### config.mk
export PLATFORM = sky130hd
export DESIGN_NAME = pcadj_ctrl
export DESIGN_NICKNAME = d
export VERILOG_FILES = /design/src/pcadj_pkg.sv /design/src/pcadj_ctrl.sv
export SDC_FILE = /design/constraint.sdc
export NUM_CORES = 1
export LEC_CHECK = 0
export ABC_AREA = 0
export ABC_CLOCK_PERIOD_IN_PS = 1000
export BUFFER_PORTS_ARGS = -buffer_cell sky130_fd_sc_hd__buf_2
export CORE_AREA = 2 2 39 41
export DETAILED_ROUTE_END_ITERATION = 12
export DIE_AREA = 0 0 41 43
export GPL_TIMING_DRIVEN = 0
export PLACE_DENSITY = 0.53
export SYNTH_ARGS = -nofsm -noshare
export SYNTH_HDL_FRONTEND = slang
export SYNTH_SLANG_ARGS = --single-unit
### constraint.sdc
create_clock -name clk -period 1 [get_ports clk]
set_clock_uncertainty 0.05 [all_clocks]
set_input_delay 0.1 -clock clk [delete_from_list [all_inputs] [get_ports clk]]
set_output_delay 0.1 -clock clk [all_outputs]
set_load 0.01 [all_outputs]
### src/pcadj_pkg.sv
// Shared types and constants for the pixel color adjust block.
// Used by every module under src; depends on nothing.
`timescale 1ns / 1ps

package pcadj_pkg;

    localparam int PIX_W      = 8;    // one color channel
    localparam int GAIN_W     = 15;   // unsigned gain registers
    localparam int MIX_W      = 13;   // unsigned fraction registers
    localparam int CFG_IDX_W  = 3;
    localparam int CFG_DATA_W = GAIN_W;
    localparam int PIPE_STAGES = 7;

    // register indexes of the configuration port
    localparam logic [CFG_IDX_W-1:0] REG_SATURATION = 3'd0;
    localparam logic [CFG_IDX_W-1:0] REG_CONTRAST   = 3'd1;
    localparam logic [CFG_IDX_W-1:0] REG_BRIGHTNESS = 3'd2;
    localparam logic [CFG_IDX_W-1:0] REG_GRAY_MIX   = 3'd3;
    localparam logic [CFG_IDX_W-1:0] REG_SCANLINE   = 3'd4;

    // settings as seen by the datapath (gray already saturated to one)
    typedef struct packed {
        logic [GAIN_W-1:0] saturation;
        logic [GAIN_W-1:0] contrast;
        logic [GAIN_W-1:0] brightness;
        logic [MIX_W-1:0]  gray;
        logic              scan_on;
    } cfg_t;

endpackage

### src/pcadj_ctrl.sv
// Valid bits and per-stage advance enables of the pixel pipeline.
// Depends on pcadj_pkg.
`timescale 1ns / 1ps

module pcadj_ctrl (
    input  logic                                clk,
    input  logic                                rst_n,
    input  logic                                s_tvalid,
    output logic                                s_tready,
    output logic                                m_tvalid,
    input  logic                                m_tready,
    output logic [pcadj_pkg::PIPE_STAGES-1:0]   stage_en,
    output logic [pcadj_pkg::PIPE_STAGES-1:0]   pipe_valid
);
    import pcadj_pkg::*;

    localparam int LAST = PIPE_STAGES - 1;

    logic [PIPE_STAGES-1:0] valid_reg, valid_next;

    // a stage advances when it is empty or its successor advances
    always_comb
    begin
        int i;
        stage_en[LAST] = !valid_reg[LAST] || m_tready;
        for (i = LAST - 1; i >= 0; i--)
            stage_en[i] = !valid_reg[i] || stage_en[i+1];
    end

    always_comb
    begin
        int i;
        valid_next[0] = stage_en[0] ? s_tvalid : valid_reg[0];
        for (i = 1; i < PIPE_STAGES; i++)
            valid_next[i] = stage_en[i] ? valid_reg[i-1] : valid_reg[i];
    end

    always_ff @(posedge clk or negedge rst_n)
    begin
        if (!rst_n)
            valid_reg <= '0;
        else
            valid_reg <= valid_next;
    end

    assign s_tready   = stage_en[0];
    assign m_tvalid   = valid_reg[LAST];
    assign pipe_valid = valid_reg;

endmodule

# --- Word level (Yosys, flattened, before mapping) ---
# Cells that the tools add are included.
op_classes:
  n_reduce_logical: 14
op_table:
  columns: ["op", "count"]
  rows:
  - ["$logic_not A1 Y1", 7]
  - ["$logic_or A1 B1 Y1", 7]
totals:
  in_bits: 4
  elab_cells: 21
  ff_bits: 7
  out_inout_bits: 16

# --- Logic depth before layout (Yosys ltp) ---
depth:
  depth_word: 8
  ltp_mapped: 4
  ltp_nobuf: 2

# --- Least setup slack after synthesis ---
# Ideal clock, no wire load.
synth_path:
  kind: "register to output"
  startpoint: "register valid_reg[6], in the netlist pipe_valid[6]"
  endpoint: "output port stage_en[0] in the netlist's numbering"
  path_slack_ns: -0.267
  required_time_ns: 0.850
  arrival_time_ns: 1.117
  stages_incl_launch_ff: 5
  n_path_buf: 2
  path_cell_list: "dfrtp_1 > and4b_1 > buf_6 > nand4_1 > buf_4"
synth_via:
  elab_chain_cells: 8
synth_rtl:
  columns: ["item", "line_no", "text"]
  rows:
  - ["from (decl)", "pcadj_ctrl.sv:19", "logic [PIPE_STAGES-1:0] valid_reg, valid_next;"]
  - ["from (signal assigned)", "pcadj_ctrl.sv:43", "valid_reg <= valid_next;"]
  - ["$logic_not A1 Y1", "pcadj_ctrl.sv:25", "stage_en[LAST] = !valid_reg[LAST] || m_tready;"]
  - ["$logic_or A1 B1 Y1", "pcadj_ctrl.sv:25", null]
  - ["$logic_or A1 B1 Y1 (6 in series)", "pcadj_ctrl.sv:27", "stage_en[i] = !valid_reg[i] || stage_en[i+1];"]
  - ["to (decl)", "pcadj_ctrl.sv:12", "output logic [pcadj_pkg::PIPE_STAGES-1:0] stage_en,"]
# No other way between the ends.

# --- Worst setup path after layout ---
# Ends and elaborated chain as after synthesis.

==> summary.txt <==
STA
  – Slew headroom: 0.8869
  – Tcrit/Tclk final: 1.430
  – Min setup slack post-route: -0.4302 ns
  – Fmax achieved: 699.2 MHz
  – Final setup fails: 19
  – Final hold viol count: 0
  – Minimum clock period after layout: around 1.4 ns
  – Final TNS setup: -4.154 ns
  – Max Slew Vio Count: 0
  – RSZ-0062 raised after global routing: true
  – Tightest Pin Transition: between 0.15 and 0.2 ns

Pwr
  – Pint: between 0.8 and 0.9 mW
  – Pwr Total: ~1.2 mW
  – P_sw: 0.3688 mW
  – Combinational share of power: 0.493
  – Sequential power share: 0.295
  – Clock share of power: 0.213
  – VDD IR-drop max: around 0.75 mV
  – Power density cells: 1762 nW/um^2
  – Switching Fraction: 0.3041
  – Leak: roughly 0.34 nW

Worst setup path
  – Critical path class: register to output pin
  – Slowest Stage Delay on Critical Path: approximately 0.34 ns
  – RR Endpoint: pipe_valid[0]
  – Critical R2R Launch: pipe_valid[4]
  – Crit path launch type: register
  – Setup crit end kind: output pin
  – CP cell instances: and4b_2 -> nand4_1 -> buf_4 -> buf_6
  – FF-to-FF path depth: 4
  – CP max FO: 3
  – Slowest cell on crit path: dfrtp_1
  – Top delay family on crit path: simple AND/OR/NAND/NOR gates
  – Buffer and inverter count on the worst path: 2
  – Crit. Startpoint: pipe_valid[6]
  – WP depth: 4
  – Critical Path AT: ~1.3 ns
  – Critical path endpoint: stage_en[0]
  – Worst endpoint required time: 0.85 ns
  – R2R Setup Slk: -0.27 ns

Synth
  – Number of synthesis warnings: 0
  – Cells after Synth: 27
  – Synthesized area per cell: around 12 um^2
  – Distinct cells, synth: 16
  – Post-synthesis net count: 31
  – Post-Syn Area: roughly 310 um^2
  – Seq/Total Area, Yosys: 0.5622
  – Register bit total from synthesis: 7

Floorplan
  – Chip Height: approximately 43 um
  – IO Pins: 20
  – Initial Util: 0.2251
  – Core Region: about 1400 um^2
  – Cell row count: 14
  – Die width: 41 um
  – Die area: 1763 um^2

Drt
  – Initial DRT Pass Iterations: 3
  – Vias: between 300 and 400
  – Wire length per cell: around 12 um
  – Routed WL: just under 1000 um
  – Remaining antenna violation count: 0
  – Avg Vias per Cell: approximately 4.3
  – Drc violations: 0
  – DR iter-0 viols: 4

Clock tree
  – Deepest clock path buffer count: 2
  – Root Driver: clkbuf_4
  – Htree depth: 1
  – CTS tree: yes
  – Clock Pin Slew Worst Setup and Hold Paths: ~0.060 ns
  – Clock buffers created by TritonCTS: 3
  – Clock Sinks: 7
  – Worst-Skew Late Latency: between 0.2 and 0.3 ns

Place
  – DP HPWL: 519.2 um
  – # placed instances: 62
  – Dpl cell area: about 430 um^2
  – GP Congestion: around 0.64
  – PortBufs: 19

Final layout
  – Most frequent cells in the layout: buf_6, buf_4, buf_2
  – Share of post-route cells with drive strength above 1: 0.7188
  – Leading cell type in the layout, fill and taps excluded: buf_6
  – Non-filler cells, final: 80
  – Area of the multi-input gates: between 100 and 150 um^2
  – Fin nets: 69
  – Synth-to-layout area growth: 120.9%
  – Max reg flops: 7
  – Design Area, Final: 688.2 um^2
  – Filler cells: between 100 and 150
  – Ant diodes: 0
  – Register area: 176.4 um^2

GRT
  – Met3 Resource Use GR: 0.03665
  – First-pass GRT wire length: between 1000 and 1500 um
  – GR peak layer: met2
  – Met1 usage: 0.1250
  – GRT overflow: 0
  – GR Layer Usage met2: 0.1656
  – Antenna violations before repair: 0
  – Vias in the first global route: 330
  – GRT Overall Usage: 0.1082
  – Largest net degree at the start of global routing: 8

Run
  – Total of max-cap violations: 0

Run status
  – Status: complete, but fails checks
  – Failing checks: negative setup slack

Hold path
  – Hold WC Path Type: input pin to register
worst register-to-register path, delay by kind of cell, from the launching register on:
family | cells | cell delay, ns
compound gates | 1 | 0.21
buf+inv | 2 | 0.26
flops | 1 | 0.37
simple gates | 1 | 0.28
synth_stat cells:
cell	number	area share
dfrtp_1	7	0.56
nand2b_1	3	0.060
a21o_1	2	0.048
buf_4	2	0.048
nand2_1	2	0.024
a31o_1	1	0.028
a41o_1	1	0.032
and2_1	1	0.020
and4b_1	1	0.032
buf_2	1	0.016
buf_6	1	0.036
inv_1	1	0.012
nand3_1	1	0.016
nand3b_1	1	0.024
nand4_1	1	0.020
or2_1	1	0.020
layer usage:
layer  up-vias  share of wire
met5         -              0
met4         0         0.0083
met3         2          0.088
met2        20           0.50
met1       157           0.40
li1        164              -
cells by family after synthesis:
| family | Yosys count | share of synthesized area |
|---|---|---|
| AOI/OAI and AO/OA | 4 | 0.1084 |
| buffers and inverters | 5 | 0.1124 |
| DFF | 7 | 0.5623 |
| and+or+nand+nor | 11 | 0.2169 |
power by group through the flow:
stage | logic [mW] | registers (mW) | clock network (mW)
after floorplan | 0.148 | 0.386 | 0
after global placement | 0.284 | 0.371 | 0
after detailed placement | 0.281 | 0.371 | 0
after CTS | 0.427 | 0.355 | 0.261
after global routing | 0.649 | 0.364 | 0.286
final | 0.597 | 0.358 | 0.258
what timing repair did:
item,4_1_cts,5_1_grt
hold endpoints to repair,8,0
setup endpoints to repair,14,19
pin swaps,1,7
setup buffers,7,7
resized for setup,7,22
hold buffers,2,0
area by class of cell:
class                   instances  share of cell area
plain buffers                   3             0.03818
clock buffers                   4             0.03818
inverters                       1            0.005455
multi-input cells              15              0.1855
flip-flops and latches          7              0.2564
well taps                      16             0.02909
repair buffers                 34              0.4473
worst min path at each step:
stage                         from            end  slack (ns)  cells past startpoint
after global placement       rst_n  pipe_valid[5]       -0.11                      1
after CTS                 m_tready  pipe_valid[6]        0.11                      3
after global routing      m_tready  pipe_valid[6]        0.14                      3
final                     m_tready  pipe_valid[6]        0.11                      3
after floorplan              rst_n  pipe_valid[0]       -0.25                      0
after detailed placement     rst_n  pipe_valid[4]       -0.11                      1
per-stage QoR:
stage	setup WS [ns]	util	hold WS (ns)
final	-0.4302	0.4973	0.1140
after global routing	-0.4943	0.4973	0.1353
after CTS	-0.4500	0.4105	0.1059
after detailed placement	-0.2764	0.3083	-0.1082
after global placement	-0.2620	0.3083	-0.1081
after floorplan	-0.2673	-	-0.2456
(Power assumes the default switching activity.)
