**config.mk**
```make
export PLATFORM = sky130hd
export DESIGN_NAME = pcadj_chan
export DESIGN_NICKNAME = d
export VERILOG_FILES = /design/src/pcadj_pkg.sv /design/src/pcadj_chan.sv
export SDC_FILE = /design/constraint.sdc
export NUM_CORES = 2
export LEC_CHECK = 0
export BUFFER_PORTS_ARGS = -buffer_cell sky130_fd_sc_hd__buf_2
export CORE_MARGIN = 5
export CORE_UTILIZATION = 67
export CTS_CLUSTER_DIAMETER = 150
export DETAILED_ROUTE_END_ITERATION = 8
export PLACE_DENSITY_LB_ADDON = 0.15
export SYNTH_ARGS = -nofsm -noshare
export SYNTH_HDL_FRONTEND = slang
export SYNTH_SLANG_ARGS = --single-unit
```
**constraint.sdc**
```tcl
create_clock -name clk -period 21.8 [get_ports clk]
set_clock_uncertainty 0.1 [all_clocks]
set_input_delay 2.18 -clock clk [delete_from_list [all_inputs] [get_ports clk]]
set_output_delay 2.18 -clock clk [all_outputs]
set_load 0.01 [all_outputs]
```
**src/pcadj_pkg.sv**
```systemverilog
// Shared types and constants for the pixel color adjust block.
// Used by every module under src; depends on nothing.
`timescale 1ns / 1ps

package pcadj_pkg;

    localparam int PIX_W      = 8;    // one color channel
    localparam int GAIN_W     = 15;   // unsigned gain registers
    localparam int MIX_W      = 13;   // unsigned fraction registers
    localparam int CFG_IDX_W  = 3;
    localparam int CFG_DATA_W = GAIN_W;
    localparam int PIPE_STAGES = 7;

    // register indexes of the configuration port
    localparam logic [CFG_IDX_W-1:0] REG_SATURATION = 3'd0;
    localparam logic [CFG_IDX_W-1:0] REG_CONTRAST   = 3'd1;
    localparam logic [CFG_IDX_W-1:0] REG_BRIGHTNESS = 3'd2;
    localparam logic [CFG_IDX_W-1:0] REG_GRAY_MIX   = 3'd3;
    localparam logic [CFG_IDX_W-1:0] REG_SCANLINE   = 3'd4;

    // settings as seen by the datapath (gray already saturated to one)
    typedef struct packed {
        logic [GAIN_W-1:0] saturation;
        logic [GAIN_W-1:0] contrast;
        logic [GAIN_W-1:0] brightness;
        logic [MIX_W-1:0]  gray;
        logic              scan_on;
    } cfg_t;

endpackage

```
**src/pcadj_chan.sv**
```systemverilog
// Adjust chain of one color channel: saturation, gray mix, contrast,
// brightness, clamp and scanline. Depends on pcadj_pkg.
`timescale 1ns / 1ps

module pcadj_chan #(
    parameter int FRACTION_BITS = 12
) (
    input  logic                                clk,
    input  logic [pcadj_pkg::PIPE_STAGES-1:0]   stage_en,
    input  logic [pcadj_pkg::PIX_W-1:0]         pix,
    input  logic [FRACTION_BITS+8:0]            luma0,
    input  logic [FRACTION_BITS+8:0]            luma1,
    input  logic [FRACTION_BITS+8:0]            luma_gray2,
    input  pcadj_pkg::cfg_t                     cfg,
    input  logic [FRACTION_BITS:0]              inv_gray,
    input  logic [FRACTION_BITS:0]              scan_factor,
    input  logic                                scan_sel,
    output logic [pcadj_pkg::PIX_W-1:0]         result
);
    import pcadj_pkg::*;

    localparam int FB   = FRACTION_BITS;
    localparam int GX   = (GAIN_W > FB) ? GAIN_W - FB : 0;
    localparam int DW   = FB + 10;
    localparam int P1W  = DW + GAIN_W + 1;
    localparam int V1W  = FB + 11 + GX;
    localparam int P2W  = V1W + FB + 2;
    localparam int V2W  = FB + 12 + GX;
    localparam int D3W  = V2W + 1;
    localparam int P3W  = D3W + GAIN_W + 1;
    localparam int V3W  = FB + 14 + 2 * GX;
    localparam int P4W  = V3W + GAIN_W + 1;
    localparam int V4W  = FB + 14 + 3 * GX;
    localparam int S5W  = FB + 9;
    localparam int MID  = (255 << FB) >> 1;

    logic [PIX_W-1:0]      c0_reg;
    logic signed [P1W-1:0] p1_reg, p1_next;
    logic signed [P2W-1:0] p2_reg, p2_next;
    logic signed [P3W-1:0] p3_reg, p3_next;
    logic signed [P4W-1:0] p4_reg, p4_next;
    logic [PIX_W-1:0]      b5_reg, b5_next;
    logic [S5W-1:0]        s5_reg, s5_next;
    logic [PIX_W-1:0]      out_reg, out_next;

    logic signed [DW-1:0]  diff1;
    logic signed [V1W-1:0] v1;
    logic signed [V2W-1:0] v2;
    logic signed [D3W-1:0] d3;
    logic signed [V3W-1:0] v3;
    logic signed [V4W-1:0] v4;
    logic [PIX_W:0]        scan_val;

    always_comb
    begin
        // chroma about luma, scaled by saturation
        diff1   = $signed({2'b00, c0_reg, {FB{1'b0}}}) - $signed({1'b0, luma0});
        p1_next = diff1 * $signed({1'b0, cfg.saturation});

        // blend toward luma
        v1      = V1W'(p1_reg >>> FB) + V1W'($signed({1'b0, luma1}));
        p2_next = v1 * $signed({1'b0, inv_gray});

        // contrast about mid-gray
        v2      = V2W'(p2_reg >>> FB) + V2W'($signed({1'b0, luma_gray2}));
        d3      = D3W'(v2) - D3W'(MID);
        p3_next = d3 * $signed({1'b0, cfg.contrast});

        // brightness
        v3      = V3W'(p3_reg >>> FB) + V3W'(MID);
        p4_next = v3 * $signed({1'b0, cfg.brightness});

        // clamp to a byte, drop the fraction
        v4 = V4W'(p4_reg >>> FB);
        if (v4[V4W-1])
            b5_next = '0;
        else if (|v4[V4W-2:FB+PIX_W])
            b5_next = '1;
        else
            b5_next = v4[FB +: PIX_W];
        s5_next = S5W'(b5_next) * S5W'(scan_factor);

        // darken odd rows
        scan_val = s5_reg[FB +: PIX_W+1];
        if (scan_sel)
            out_next = scan_val[PIX_W] ? '1 : scan_val[PIX_W-1:0];
        else
            out_next = b5_reg;
    end

    always_ff @(posedge clk)
    begin
        if (stage_en[0])
            c0_reg <= pix;
        if (stage_en[1])
            p1_reg <= p1_next;
        if (stage_en[2])
            p2_reg <= p2_next;
        if (stage_en[3])
            p3_reg <= p3_next;
        if (stage_en[4])
            p4_reg <= p4_next;
        if (stage_en[5])
        begin
            b5_reg <= b5_next;
            s5_reg <= s5_next;
        end
        if (stage_en[6])
            out_reg <= out_next;
    end

    assign result = out_reg;

endmodule

```
; Word-level counts from Yosys, hierarchy flattened
; Index checks and enable logic that the tools add are counted.
; Widths: inputs -> output; s select.
[totals]
latch_bits = 0
elab_cells = 23
ram_bits = 0
inputBits = 165
romBits = 0
output_inout_bits = 8
mem_count = 0
ff_bits = 213
[classes]
n_mul = 5
eq_ne = 0
add_sub_neg = 5
shifts = 0
div_mod_pow = 0
n_reduce_logical = 1
n_bitwise = 0
muxes = 4
order_cmp = 0
[op_table]
columns = operator, count
row1 = $mul 32x16->47, 1
row2 = $mul 28x16->44, 1
row3 = $mul 26x14->39, 1
row4 = $mul 22x16->38, 1
row5 = $add 32x20->32 const B, 1
row6 = $mux 8, 4
row7 = $sub 27x20->28 const B, 1
row8 = $add 27x22->27, 1
row9 = $add 26x22->26, 1
row10 = $sub 20x21->22, 1
row11 = $mul 8x13->21, 1
row12 = $reduce_or 14->1, 1

; Depth between registers and ports, before layout
[depth]
ltp_word = 4
mapped_depth = 39
ltp_nobuf = 37

; Worst setup path before layout
; Ideal clock, no wire load.
[synth_path]
path_type = input port to flip-flop
startpoint = input port luma_gray2[1]
endpoint = register p3_reg[42], data pin
arrival_time_ns = 10.844
path_slack_ns = 10.598
setup_ns = 0.258
stages = 36
required_time_ns = 21.442
cell_sequence = ha_1 -> a21oi_1 -> nand4b_1 -> a41oi_2 -> o21ai_1 -> nand2_1 -> xnor2_1 -> clkbuf_1 -> inv_1 -> ha_1 -> nand2_1 -> nor2_1 -> and2_1 -> o31ai_1 -> clkbuf_1 -> nand2_1 -> fa_1 -> inv_1 -> fa_1 -> clkbuf_1 -> xnor2_1 -> xnor2_1 -> fa_1 -> fa_1 -> inv_1 -> fa_1 -> inv_1 -> ha_1 -> a21o_1 -> a21o_1 -> a221o_1 -> a22o_1 -> a41o_1 -> a211o_1 -> a21oi_1 -> xnor2_1
[synth_between]
elab_chain_len = 3
[synth_rtl]
columns = item, line
row1 = from (decl), pcadj_chan.sv:13  ; input logic [FRACTION_BITS+8:0] luma_gray2,
row2 = $add 27x22->27, pcadj_chan.sv:65  ; v2 = V2W'(p2_reg >>> FB) + V2W'($signed({1'b0, luma_gray2}));
row3 = $sub 27x20->28, pcadj_chan.sv:66  ; d3 = D3W'(v2) - D3W'(MID);
row4 = $mul 28x16->44, pcadj_chan.sv:67  ; p3_next = d3 * $signed({1'b0, cfg.contrast});
row5 = named net p3_next[42], pcadj_chan.sv:40  ; logic signed [P3W-1:0] p3_reg, p3_next;
row6 = to (signal assigned), pcadj_chan.sv:100  ; p3_reg <= p3_next;
row7 = to (decl), pcadj_chan.sv:40
; The timed path passes the listed nets, and every way through them passes these cells.
; A chain may end at the register's enable or synchronous reset.

; Worst setup path in the final report
[layout_path]
startpoint = input port luma_gray2[0]
endpoint = register p3_reg[42], data pin
; Same word-level chain as after synthesis.

==> impl_metrics.toml <==
[sta]
max_slew_margin_pct = 18.32
slew_violations = 0
fin_tns_setup_ps = 0
rsz0062_at_grt = "no"
hold_viol_final = 0
post-route-period-util_pct = 52.95
setup_viol = 0
tightestPinTransition_ps = 1216
clock.fmax_ghz = 0.08664
finalWorstSetupSlack_ps = 10260
period_needed_ps = 11540
holdWs_ps = 465.5

[critical_path]
worstReg2RegStart = "p2_reg[12]"
arrival_ps = 11680
worst-setup-path-type = "input pin to flop"
r2r_cells = 32
crit_path_top_delay_cell = "fa_1"
end_kind = "flop"
required_ps = 21940
worstSetupStartpoint = "luma_gray2[0]"
start_kind = "input pin"
crit_top_cell = "fa_1"
slowest_delay_ps = 730
crit_path_max_fanout = 22

[logic_synthesis]
netlist.area_leader.share_pct = 48.28
synthArstFlopShare_pct = 0
syn-num-nets = 9059
syn_area_sq_um = 63810
avgSynthCellArea_sq_um = 9.286
yosysTopAreaCell = "fa_1"
postSynthCellCount = 6872
yosysSeqAreaShare_pct = 6.635
synth_ff_type = "edfxtp_1"
ys_top_cells_by_area = "fa_1 (48%), inv_1 (9.6%), ha_1 (9.5%)"
ys_ff_latch = 141
synth_cell_type_count = 82
yosysWarnings = 0
synth-edff-count = 141

[floorplanning]
die_w_microns = 318.6
start_util_pct = 67.37
rows = 113
dieArea_sq_um = 101500
core-area_sq_um = 94730
die_y_microns = 318.6
design.portCount = 173

[place]
numPortBuffers = 158
dp_hpwl_microns = 121400
place_congestion = 0.9016
place_ws_ps = 9836

[clocking]
cts_hold_buffers = 0
clock-root-buffer = "clkbuf_16"
clk_latency_ps = 510
cts.clk_slew.worst_paths_ps = 70
cts_setup_buffers = 0
clockBufferDepth = 2
clock-sinks = 141
tritoncts = "yes"
cts_buffers = 17
h-tree-depth = 4
cts.repair.resized = 0

[global_route]
grt_pass1_wl_microns = 258500
grt.overflow.total = 0
grt_pass1_vias = 51120
antenna_found_initial = 7
track_usage_pct = 31.68
grt_max_degree = 33

[drt]
vias = 46240
routedWlPerCell_microns = 19.04
first_pass_iters = 6
drt_iter0_markers = 3160
via_per_inst = 5.697
wl_microns = 154500
final_antenna_net_count = 0
drcViolationCount = 0

[worst_hold_path]
min_path_type = "flop to flop"
hold_depth = 1
hp-start = "b5_reg[7]"

[layout]
layout_commonest_cell = "inv_1"
drive_gt1_share_pct = 4.671
largest_reg_flops = 32
nets = 9025
area_growth_pct = 4.119
mostFrequentLayoutCells = "inv_1 (1638), fa_1 (1539), nand2_1 (963), and2_1 (724), ha_1 (483)"

[run_status]
status = "complete, no violations"

[flow_run]
drv_cap = 0
[worst paths after layout]
path,end,slack (ps)
worst max register to register,p3_reg[42],11650
worst min register to register,result[7],470
worst max-delay path,p3_reg[42],10260
worst min-delay path,result[7],470
[logic make-up after synthesis]
kind of cell,share of synthesized area [%]
simple gates,16.10
fa+ha+maj,57.84
buf+inv,11.37
compound gates,4.813
xor+xnor,3.157
flops,6.635
mux,0.07843
[synth_stat cells (all sizes together), types with 19 or more instances]
| cell | instances |
|---|---|
| a21o | 63 |
| o21bai | 19 |
| nor3 | 26 |
| and3 | 33 |
| o21ai | 77 |
| a21oi | 139 |
| and2 | 724 |
| nand3 | 73 |
| nand4 | 25 |
| xnor2 | 161 |
| nor2b | 31 |
| edfxtp | 141 |
| nand2b | 21 |
| ha | 483 |
| o21a | 29 |
| xor2 | 66 |
| inv | 1638 |
| nor2 | 141 |
| nand2 | 963 |
| fa | 1539 |
| clkbuf | 271 |
[metrics by stage]
| stage | utilization [%] | area [sq um] | std cells |
|---|---|---|---|
| after CTS | 70.14 | 66440 | 8116 |
| after floorplan | - | 63820 | 6872 |
| after detailed placement | 69.50 | 65840 | 8084 |
| final | 70.14 | 66440 | 8117 |
| after global placement | 69.50 | 65840 | 8084 |
| after global routing | 70.14 | 66440 | 8117 |
[per-layer routing]
layer | vias to the layer above | wire (microns) | GRT usage [%] | share of wire (%)
li1 | 20240 | - | - | -
met1 | 23630 | 58930 | 40.82 | 38
met2 | 1910 | 76710 | 54.65 | 50
met3 | 450 | 11870 | 4.735 | 7.7
met4 | 10 | 6962 | 12.34 | 4.5
met5 | - | 63 | 0 | 0.041
[layout make-up]
class                           count  area (sq um)
Multi-Input combinational cell   4809         52530
Fill cell                        7382         28280
Inverter                         1638          6148
Sequential cell                   141          4234
Tap cell                         1265          1583
Timing Repair Buffer              231          1339
Clock buffer                       18         429.2
Clock inverter                     14         176.4
Antenna cell                        1         2.502
[critical path: cells and delay by family]
kind	cells	cell delay [ps]
fa+ha+maj	8	3890
xor+xnor	3	980
buf+inv	5	630
simple gates	4	700
compound gates	13	3260
Power is not shown: default switching activity piles up to over one toggle a cycle in this logic, so the estimate is an artifact.
