===== src/pcadj_pkg.sv =====
// Shared types and constants for the pixel color adjust block.
// Used by every module under src; depends on nothing.
`timescale 1ns / 1ps

package pcadj_pkg;

    localparam int PIX_W      = 8;    // one color channel
    localparam int GAIN_W     = 15;   // unsigned gain registers
    localparam int MIX_W      = 13;   // unsigned fraction registers
    localparam int CFG_IDX_W  = 3;
    localparam int CFG_DATA_W = GAIN_W;
    localparam int PIPE_STAGES = 7;

    // register indexes of the configuration port
    localparam logic [CFG_IDX_W-1:0] REG_SATURATION = 3'd0;
    localparam logic [CFG_IDX_W-1:0] REG_CONTRAST   = 3'd1;
    localparam logic [CFG_IDX_W-1:0] REG_BRIGHTNESS = 3'd2;
    localparam logic [CFG_IDX_W-1:0] REG_GRAY_MIX   = 3'd3;
    localparam logic [CFG_IDX_W-1:0] REG_SCANLINE   = 3'd4;

    // settings as seen by the datapath (gray already saturated to one)
    typedef struct packed {
        logic [GAIN_W-1:0] saturation;
        logic [GAIN_W-1:0] contrast;
        logic [GAIN_W-1:0] brightness;
        logic [MIX_W-1:0]  gray;
        logic              scan_on;
    } cfg_t;

endpackage


===== src/pcadj_cfg.sv =====
// Configuration registers and the settings derived from them.
// Depends on pcadj_pkg.
`timescale 1ns / 1ps

module pcadj_cfg #(
    parameter int FRACTION_BITS = 12
) (
    input  logic                               clk,
    input  logic                               rst_n,
    input  logic                               cfg_wr_en,
    input  logic [pcadj_pkg::CFG_IDX_W-1:0]    cfg_index,
    input  logic [pcadj_pkg::CFG_DATA_W-1:0]   cfg_data,
    output pcadj_pkg::cfg_t                    cfg,
    output logic [FRACTION_BITS:0]             inv_gray,
    output logic [FRACTION_BITS:0]             scan_factor
);
    import pcadj_pkg::*;

    localparam int FW    = FRACTION_BITS + 1;
    localparam int ONE   = 1 << FRACTION_BITS;
    localparam int CMPW  = (FW > MIX_W) ? FW : MIX_W;
    localparam int SCANW = FRACTION_BITS + MIX_W;
    localparam int SCAN_K = ((32 << FRACTION_BITS) + 50) / 100;

    logic [GAIN_W-1:0] sat_reg, sat_next;
    logic [GAIN_W-1:0] con_reg, con_next;
    logic [GAIN_W-1:0] bri_reg, bri_next;
    logic [MIX_W-1:0]  gray_reg, gray_next;
    logic [MIX_W-1:0]  depth_reg, depth_next;
    logic [FW-1:0]     factor_reg, factor_next;
    logic [MIX_W-1:0]  gray_sat;
    logic [MIX_W-1:0]  depth_sat;
    logic [SCANW-1:0]  scan_prod;

    always_comb
    begin
        sat_next   = sat_reg;
        con_next   = con_reg;
        bri_next   = bri_reg;
        gray_next  = gray_reg;
        depth_next = depth_reg;
        if (cfg_wr_en)
        begin
            case (cfg_index)
                REG_SATURATION: sat_next   = cfg_data[GAIN_W-1:0];
                REG_CONTRAST:   con_next   = cfg_data[GAIN_W-1:0];
                REG_BRIGHTNESS: bri_next   = cfg_data[GAIN_W-1:0];
                REG_GRAY_MIX:   gray_next  = cfg_data[MIX_W-1:0];
                REG_SCANLINE:   depth_next = cfg_data[MIX_W-1:0];
                default:        ;
            endcase
        end
    end

    // saturate fractions to one
    always_comb
    begin
        gray_sat  = (CMPW'(gray_reg) > CMPW'(ONE)) ? MIX_W'(ONE) : gray_reg;
        depth_sat = (CMPW'(depth_reg) > CMPW'(ONE)) ? MIX_W'(ONE) : depth_reg;
        scan_prod = SCANW'(SCAN_K) * SCANW'(depth_sat);
        factor_next = FW'(ONE) - FW'(scan_prod >> FRACTION_BITS);
    end

    always_ff @(posedge clk or negedge rst_n)
    begin
        if (!rst_n)
        begin
            sat_reg    <= GAIN_W'(ONE);
            con_reg    <= GAIN_W'(ONE);
            bri_reg    <= GAIN_W'(ONE);
            gray_reg   <= '0;
            depth_reg  <= '0;
            factor_reg <= FW'(ONE);
        end
        else
        begin
            sat_reg    <= sat_next;
            con_reg    <= con_next;
            bri_reg    <= bri_next;
            gray_reg   <= gray_next;
            depth_reg  <= depth_next;
            factor_reg <= factor_next;
        end
    end

    assign cfg.saturation = sat_reg;
    assign cfg.contrast   = con_reg;
    assign cfg.brightness = bri_reg;
    assign cfg.gray       = gray_sat;
    assign cfg.scan_on    = (depth_reg != '0);
    assign inv_gray       = FW'(ONE) - FW'(gray_sat);
    assign scan_factor    = factor_reg;

`ifndef SYNTHESIS
    a_factor_off: assert property (@(posedge clk) disable iff (!rst_n)
        (depth_reg == '0) |=> (factor_reg == FW'(ONE)))
        else $error("scanline factor not one with zero depth");
`endif

endmodule


===== config.mk =====
export PLATFORM = sky130hd
export DESIGN_NAME = pcadj_cfg
export DESIGN_NICKNAME = d
export VERILOG_FILES = /design/src/pcadj_pkg.sv /design/src/pcadj_cfg.sv
export SDC_FILE = /design/constraint.sdc
export NUM_CORES = 1
export LEC_CHECK = 0
export BUFFER_PORTS_ARGS = -buffer_cell sky130_fd_sc_hd__buf_2
export CAP_MARGIN = 20
export CORE_ASPECT_RATIO = 0.75
export CORE_MARGIN = 2
export CORE_UTILIZATION = 35
export CTS_BUF_LIST = sky130_fd_sc_hd__clkbuf_4 sky130_fd_sc_hd__clkbuf_8 sky130_fd_sc_hd__clkbuf_16
export DETAILED_ROUTE_END_ITERATION = 12
export PLACE_DENSITY = 0.6
export RECOVER_POWER = 50
export SLEW_MARGIN = 20
export SYNTH_ARGS = -nofsm -noshare
export SYNTH_HDL_FRONTEND = slang
export SYNTH_SLANG_ARGS = --single-unit

===== constraint.sdc =====
create_clock -name clk -period 15.3 [get_ports clk]
set_input_delay 3.06 -clock clk [delete_from_list [all_inputs] [get_ports clk]]
set_output_delay 3.06 -clock clk [all_outputs]
set_load 0.01 [all_outputs]

Yosys cells after proc, flatten, opt, wreduce, memory -nomap -nowiden --
Index checks and enable logic that the tools add are counted.
Word-level totals: output and inout port bits 85, logic and storage cells 24, bits in registers 84, bits of input ports 21
Cells by class: order comparisons 2, multiply operators 1, muxes and demuxes 2, add/subtract/negate cells 2, eq/ne operators 4, reductions and logical operators 7
Operators with widths (count):
- 13-bit greater-than comparator (second input constant) | 2
- 13-bit 2-to-1 mux | 2
- 11-bit by 13-bit multiplier with 24-bit output (first input constant) | 1
- 13-bit nonzero test | 1
- 13-bit by 12-bit subtractor with 13-bit output (first input constant) | 1
- 13-bit subtractor (first input constant) | 1
- 2-bit AND reduction | 5
- 3-bit by 2-bit equality test with 1-bit output (second input constant) | 2
- 3-bit by 1-bit equality test with 1-bit output (second input constant) | 1
- 3-bit equality test (second input constant) | 1
- 3-bit zero test | 1

Longest topological paths before layout --
depth after elaboration 4, gate-level depth with buffers 25, depth with buffers taken out 23

Worst setup path after synthesis --
OpenSTA, ideal clock, no wires.
kind register to register, start point register depth_reg[12], end point register factor_reg[11], in the netlist scan_factor[11], arrival 5940 ps, stages on the path, launching flop included 23, slack 9239 ps, required time 15179 ps, clock period less this slack 6061 ps, setup time 121 ps, buffers on the path 2, cells stage by stage dfrtp_1 > clkbuf_1 > inv_1 > nand2_1 > inv_1 > fa_1 > ha_1 > fa_1 > inv_1 > fa_1 > fa_1 > inv_1 > ha_1 > clkbuf_1 > a21oi_1 > o21ai_1 > a41o_1 > or3_4 > a22oi_4 > or4b_4 > a211o_1 > a211oi_2 > nand2_1
Between the ends: cells in the longest elaborated chain, start to end 4
RTL lines:
- start, declared | line pcadj_cfg.sv:29 | logic [MIX_W-1:0] depth_reg, depth_next;
- start signal, assigned | line pcadj_cfg.sv:81 | depth_reg <= depth_next;
- 13-bit greater-than comparator | line pcadj_cfg.sv:59 | depth_sat = (CMPW'(depth_reg) > CMPW'(ONE)) ? MIX_W'(ONE) : depth_reg;
- 13-bit 2-to-1 mux (*) | line pcadj_cfg.sv:59
- 11-bit by 13-bit multiplier with 24-bit output (*) | line pcadj_cfg.sv:60 | scan_prod = SCANW'(SCAN_K) * SCANW'(depth_sat);
- 13-bit by 12-bit subtractor with 13-bit output (*) | line pcadj_cfg.sv:61 | factor_next = FW'(ONE) - FW'(scan_prod >> FRACTION_BITS);
- via factor_next[11] | line pcadj_cfg.sv:30 | logic [FW-1:0] factor_reg, factor_next;
- end signal, assigned | line pcadj_cfg.sv:73 | factor_reg <= FW'(ONE);
- end signal, assigned | line pcadj_cfg.sv:82 | factor_reg <= factor_next;
- end, declared | line pcadj_cfg.sv:30
Mark *: on every way through the listed nets, which the timed path passes. The rest lies on a longest branch. A chain may end at the register's enable or synchronous reset.

Worst setup path in the final report --
Ends and elaborated chain as after synthesis.

==> metrics.md <==
| Metric | Value |
|---|---|
| Post-CTS Setup Bufs | `0` |
| CTS max path bufs | `2` |
| Buffers added on ports | `105` |
| WL met2 | `6.43 mm` |
| Post-synthesis adder-cell area fraction | `0.300` |
| Synth warn | `0` |
| Critical path launch point type | `flop` |
| Area Overhead vs Synth | `15.6%` |
| Largest net degree at the start of global routing | `63` |
| Pin slew with the least headroom to its limit | `3310 ps` |
| CP endpoint kind | `flop` |
| Reg2Reg Depth | `20` |
| Number of synthesized flops with an enable pin | `0` |
| Final setup violation count | `0` |
| WS Path Type | `reg2reg` |
| Worst setup path start | `depth_reg[12]` |
| Post-DP HPWL | `12.0 mm` |
| Min-delay worst type | `reg2reg` |
| WP data required | `15,550 ps` |
| Top Metal Used | `met4` |
| Netlist cell types | `63` |
| Worst slew margin | `-1.21` |
| Number of hold buffers added after CTS | `0` |
| First-pass GRT wire length | `25.6 mm` |
| Vias in the first global route | `4,944` |
| Area contributors post-synth | `dfrtp_1 (29%), ha_1 (16%), fa_1 (14%)` |
| DP Worst Slack | `8400 ps` |
| Die Wd | `165 µm` |
| Yosys top cell area share | `0.294` |
| Most frequent cells in the layout | `inv_1 (107), ha_1 (88), dfrtp_1 (80)` |
| Clock Sink Count | `84` |
| Final GP Congestion | `0.848` |
| Post-Route M1 WL | `7.80 mm` |
| H-Tree Depth | `3` |
| Die Ht | `125 µm` |
| Count of antenna-violating nets left after detailed routing | `0` |
| WL/cell | `15.3 µm` |
| Fin worst setup slack | `8450 ps` |
| Final min period | `6850 ps` |
| Full die area | `20,600 µm²` |
| Overall global routing resource usage | `0.158` |
| Fin area | `7870 µm²` |
| Vias per cell | `4.90` |
| Cell taking the most area after synthesis | `dfrtp_1` |
| Post-synthesis compound-gate area fraction | `0.0735` |
| Largest family of logic cells by synthesized area | `adder cells` |
| Residual DRC | `0` |
| Critical Path End | `scan_factor[11]` |
| Drt first-iter violations | `214` |
| Seq/Total Area, Yosys | `0.309` |
| Starting density of the core | `0.354` |
| Drt pass-1 iters | `5` |
| WL final | `15.1 mm` |
| Asr flop ratio synth | `1.00` |
| Fin Setup TNS | `0 ps` |
| Fin. Hold Viols | `0` |
| Gate Count Post-Synth | `627` |
| Synth Area per Inst | `10.9 µm²` |
| Fmax achieved | `146 MHz` |
| CTS tree | `built` |
| Via count | `4,838` |
| Fin nets | `885` |
| Xor-xnor portion of the synthesized cell area | `0.0322` |
| # rows | `44` |
| Initial antenna violation count | `0` |
| Finished Core Util | `0.410` |
| Max Cap Viol | `1` |
| CP Max Fanout | `19` |
| Seq cells post-synth | `84` |
| Post-Synth Simple-Gate Area | `0.0979` |
| Overflow after GRT | `0` |
| CTS Root Buffer Type | `clkbuf_16` |
| Mux share of post-synthesis cell area | `0.117` |
| Commonest non-fill, non-tap cell in the layout | `inv_1` |
| Routed wl met3 | `752 µm` |
| Fill cells | `1,869` |
| PostCTS Resize Cnt | `0` |
| Violated checks | `max-capacitance violations, max-slew violations` |
| Outcome | `finished, violations left` |
| Hold path start | `con_reg[4]` |
| Total CTS buffers | `9` |
| Layout cells sized above 1 | `0.230` |
| RSZ-0062 raised after global routing | `no` |
| Final period util | `0.448` |
| Most used DFF post-synth | `dfrtp_1` |
| Clock Skews | `9.49 ps` |
| Io pins | `106` |
| FF-to-FF Start | `depth_reg[12]` |
| WP data arrival | `7100 ps` |
| Core ar. | `19,200 µm²` |
| Cell area after synthesis | `6810 µm²` |
| Reg clk slew, reported paths | `80 ps` |
| Worst-Skew Late Latency | `350 ps` |
| R2R setup slack | `8450 ps` |
| Area after DPL | `7620 µm²` |
| Slew Limit Fails | `63` |
| Ant diodes | `0` |
| Worst R2R End | `scan_factor[11]` |
| Syn nets | `783` |
[cell families (layout without fill, tap and decap cells)]
group,Yosys count,after routing
fa+ha+maj,135,135
mux,71,71
xor+xnor,25,25
buf+inv,125,232
compound gates,68,68
flops,84,84
simple gates,118,118
other cells,1,1
[cells in the mapped netlist, types with 2 or more instances]
cell type	number
a211o_1	2
a211oi_2	2
a21o_1	4
a21oi_1	17
and2_1	7
and3_1	3
clkbuf_1	16
dfrtp_1	80
dfstp_2	4
fa_1	47
ha_1	88
inv_1	107
mux2_2	70
nand2_1	24
nand2b_1	10
nand3_1	12
nand3b_1	2
nand4_1	4
nor2_1	10
nor2b_1	13
nor3_1	11
nor3b_1	2
nor4_1	7
o2111ai_1	2
o21a_1	4
o21ai_0	12
o21ai_1	2
o22ai_1	3
or3_1	4
or3_4	2
xnor2_1	16
xor2_1	9
[critical path, stage by stage, from the launching register on]
cell	delay [ps]
dfrtp_1	810
inv_1	290
nand2_1	290
inv_1	230
fa_1	510
ha_1	320
fa_1	490
inv_1	60
fa_1	500
fa_1	550
inv_1	40
ha_1	420
a21oi_1	270
o21ai_1	100
a41o_1	220
or3_4	350
a22oi_4	230
or4b_4	530
a211o_1	290
a211oi_2	180
nand2_1	70
[how the worst min path moves through the flow]
stage,slack (ps),to,cells past startpoint
after floorplan,480,gray_reg[9],1
after global placement,490,sat_reg[8],1
after detailed placement,490,bri_reg[10],1
after CTS,510,bri_reg[10],1
after global routing,530,bri_reg[10],1
final,500,con_reg[4],1
[metrics by stage]
step	std cells	hold slack [ps]
after floorplan	627	485
after global placement	971	486
after detailed placement	971	490
after CTS	987	505
after global routing	987	526
final	987	504
[metal layers]
metal  up-vias  global-route usage
met2        90               0.230
met4         0              0.0322
met1      2415               0.237
met3         7              0.0390
li1       2326                   -
met5         -                   0
[final cells by class]
class,instances,area (µm²),share of cell area
Clock buffer,9,225,0.0286
Clock inverter,7,82.6,0.0105
Inverter,107,402,0.0510
Multi-Input combinational cell,418,4240,0.539
Sequential cell,84,2110,0.268
Tap cell,253,317,0.0402
Timing Repair Buffer,109,498,0.0633
Power is left out: the tool's default activity adds up to more than one toggle a clock period on the data nets, which glitch-free logic cannot reach.
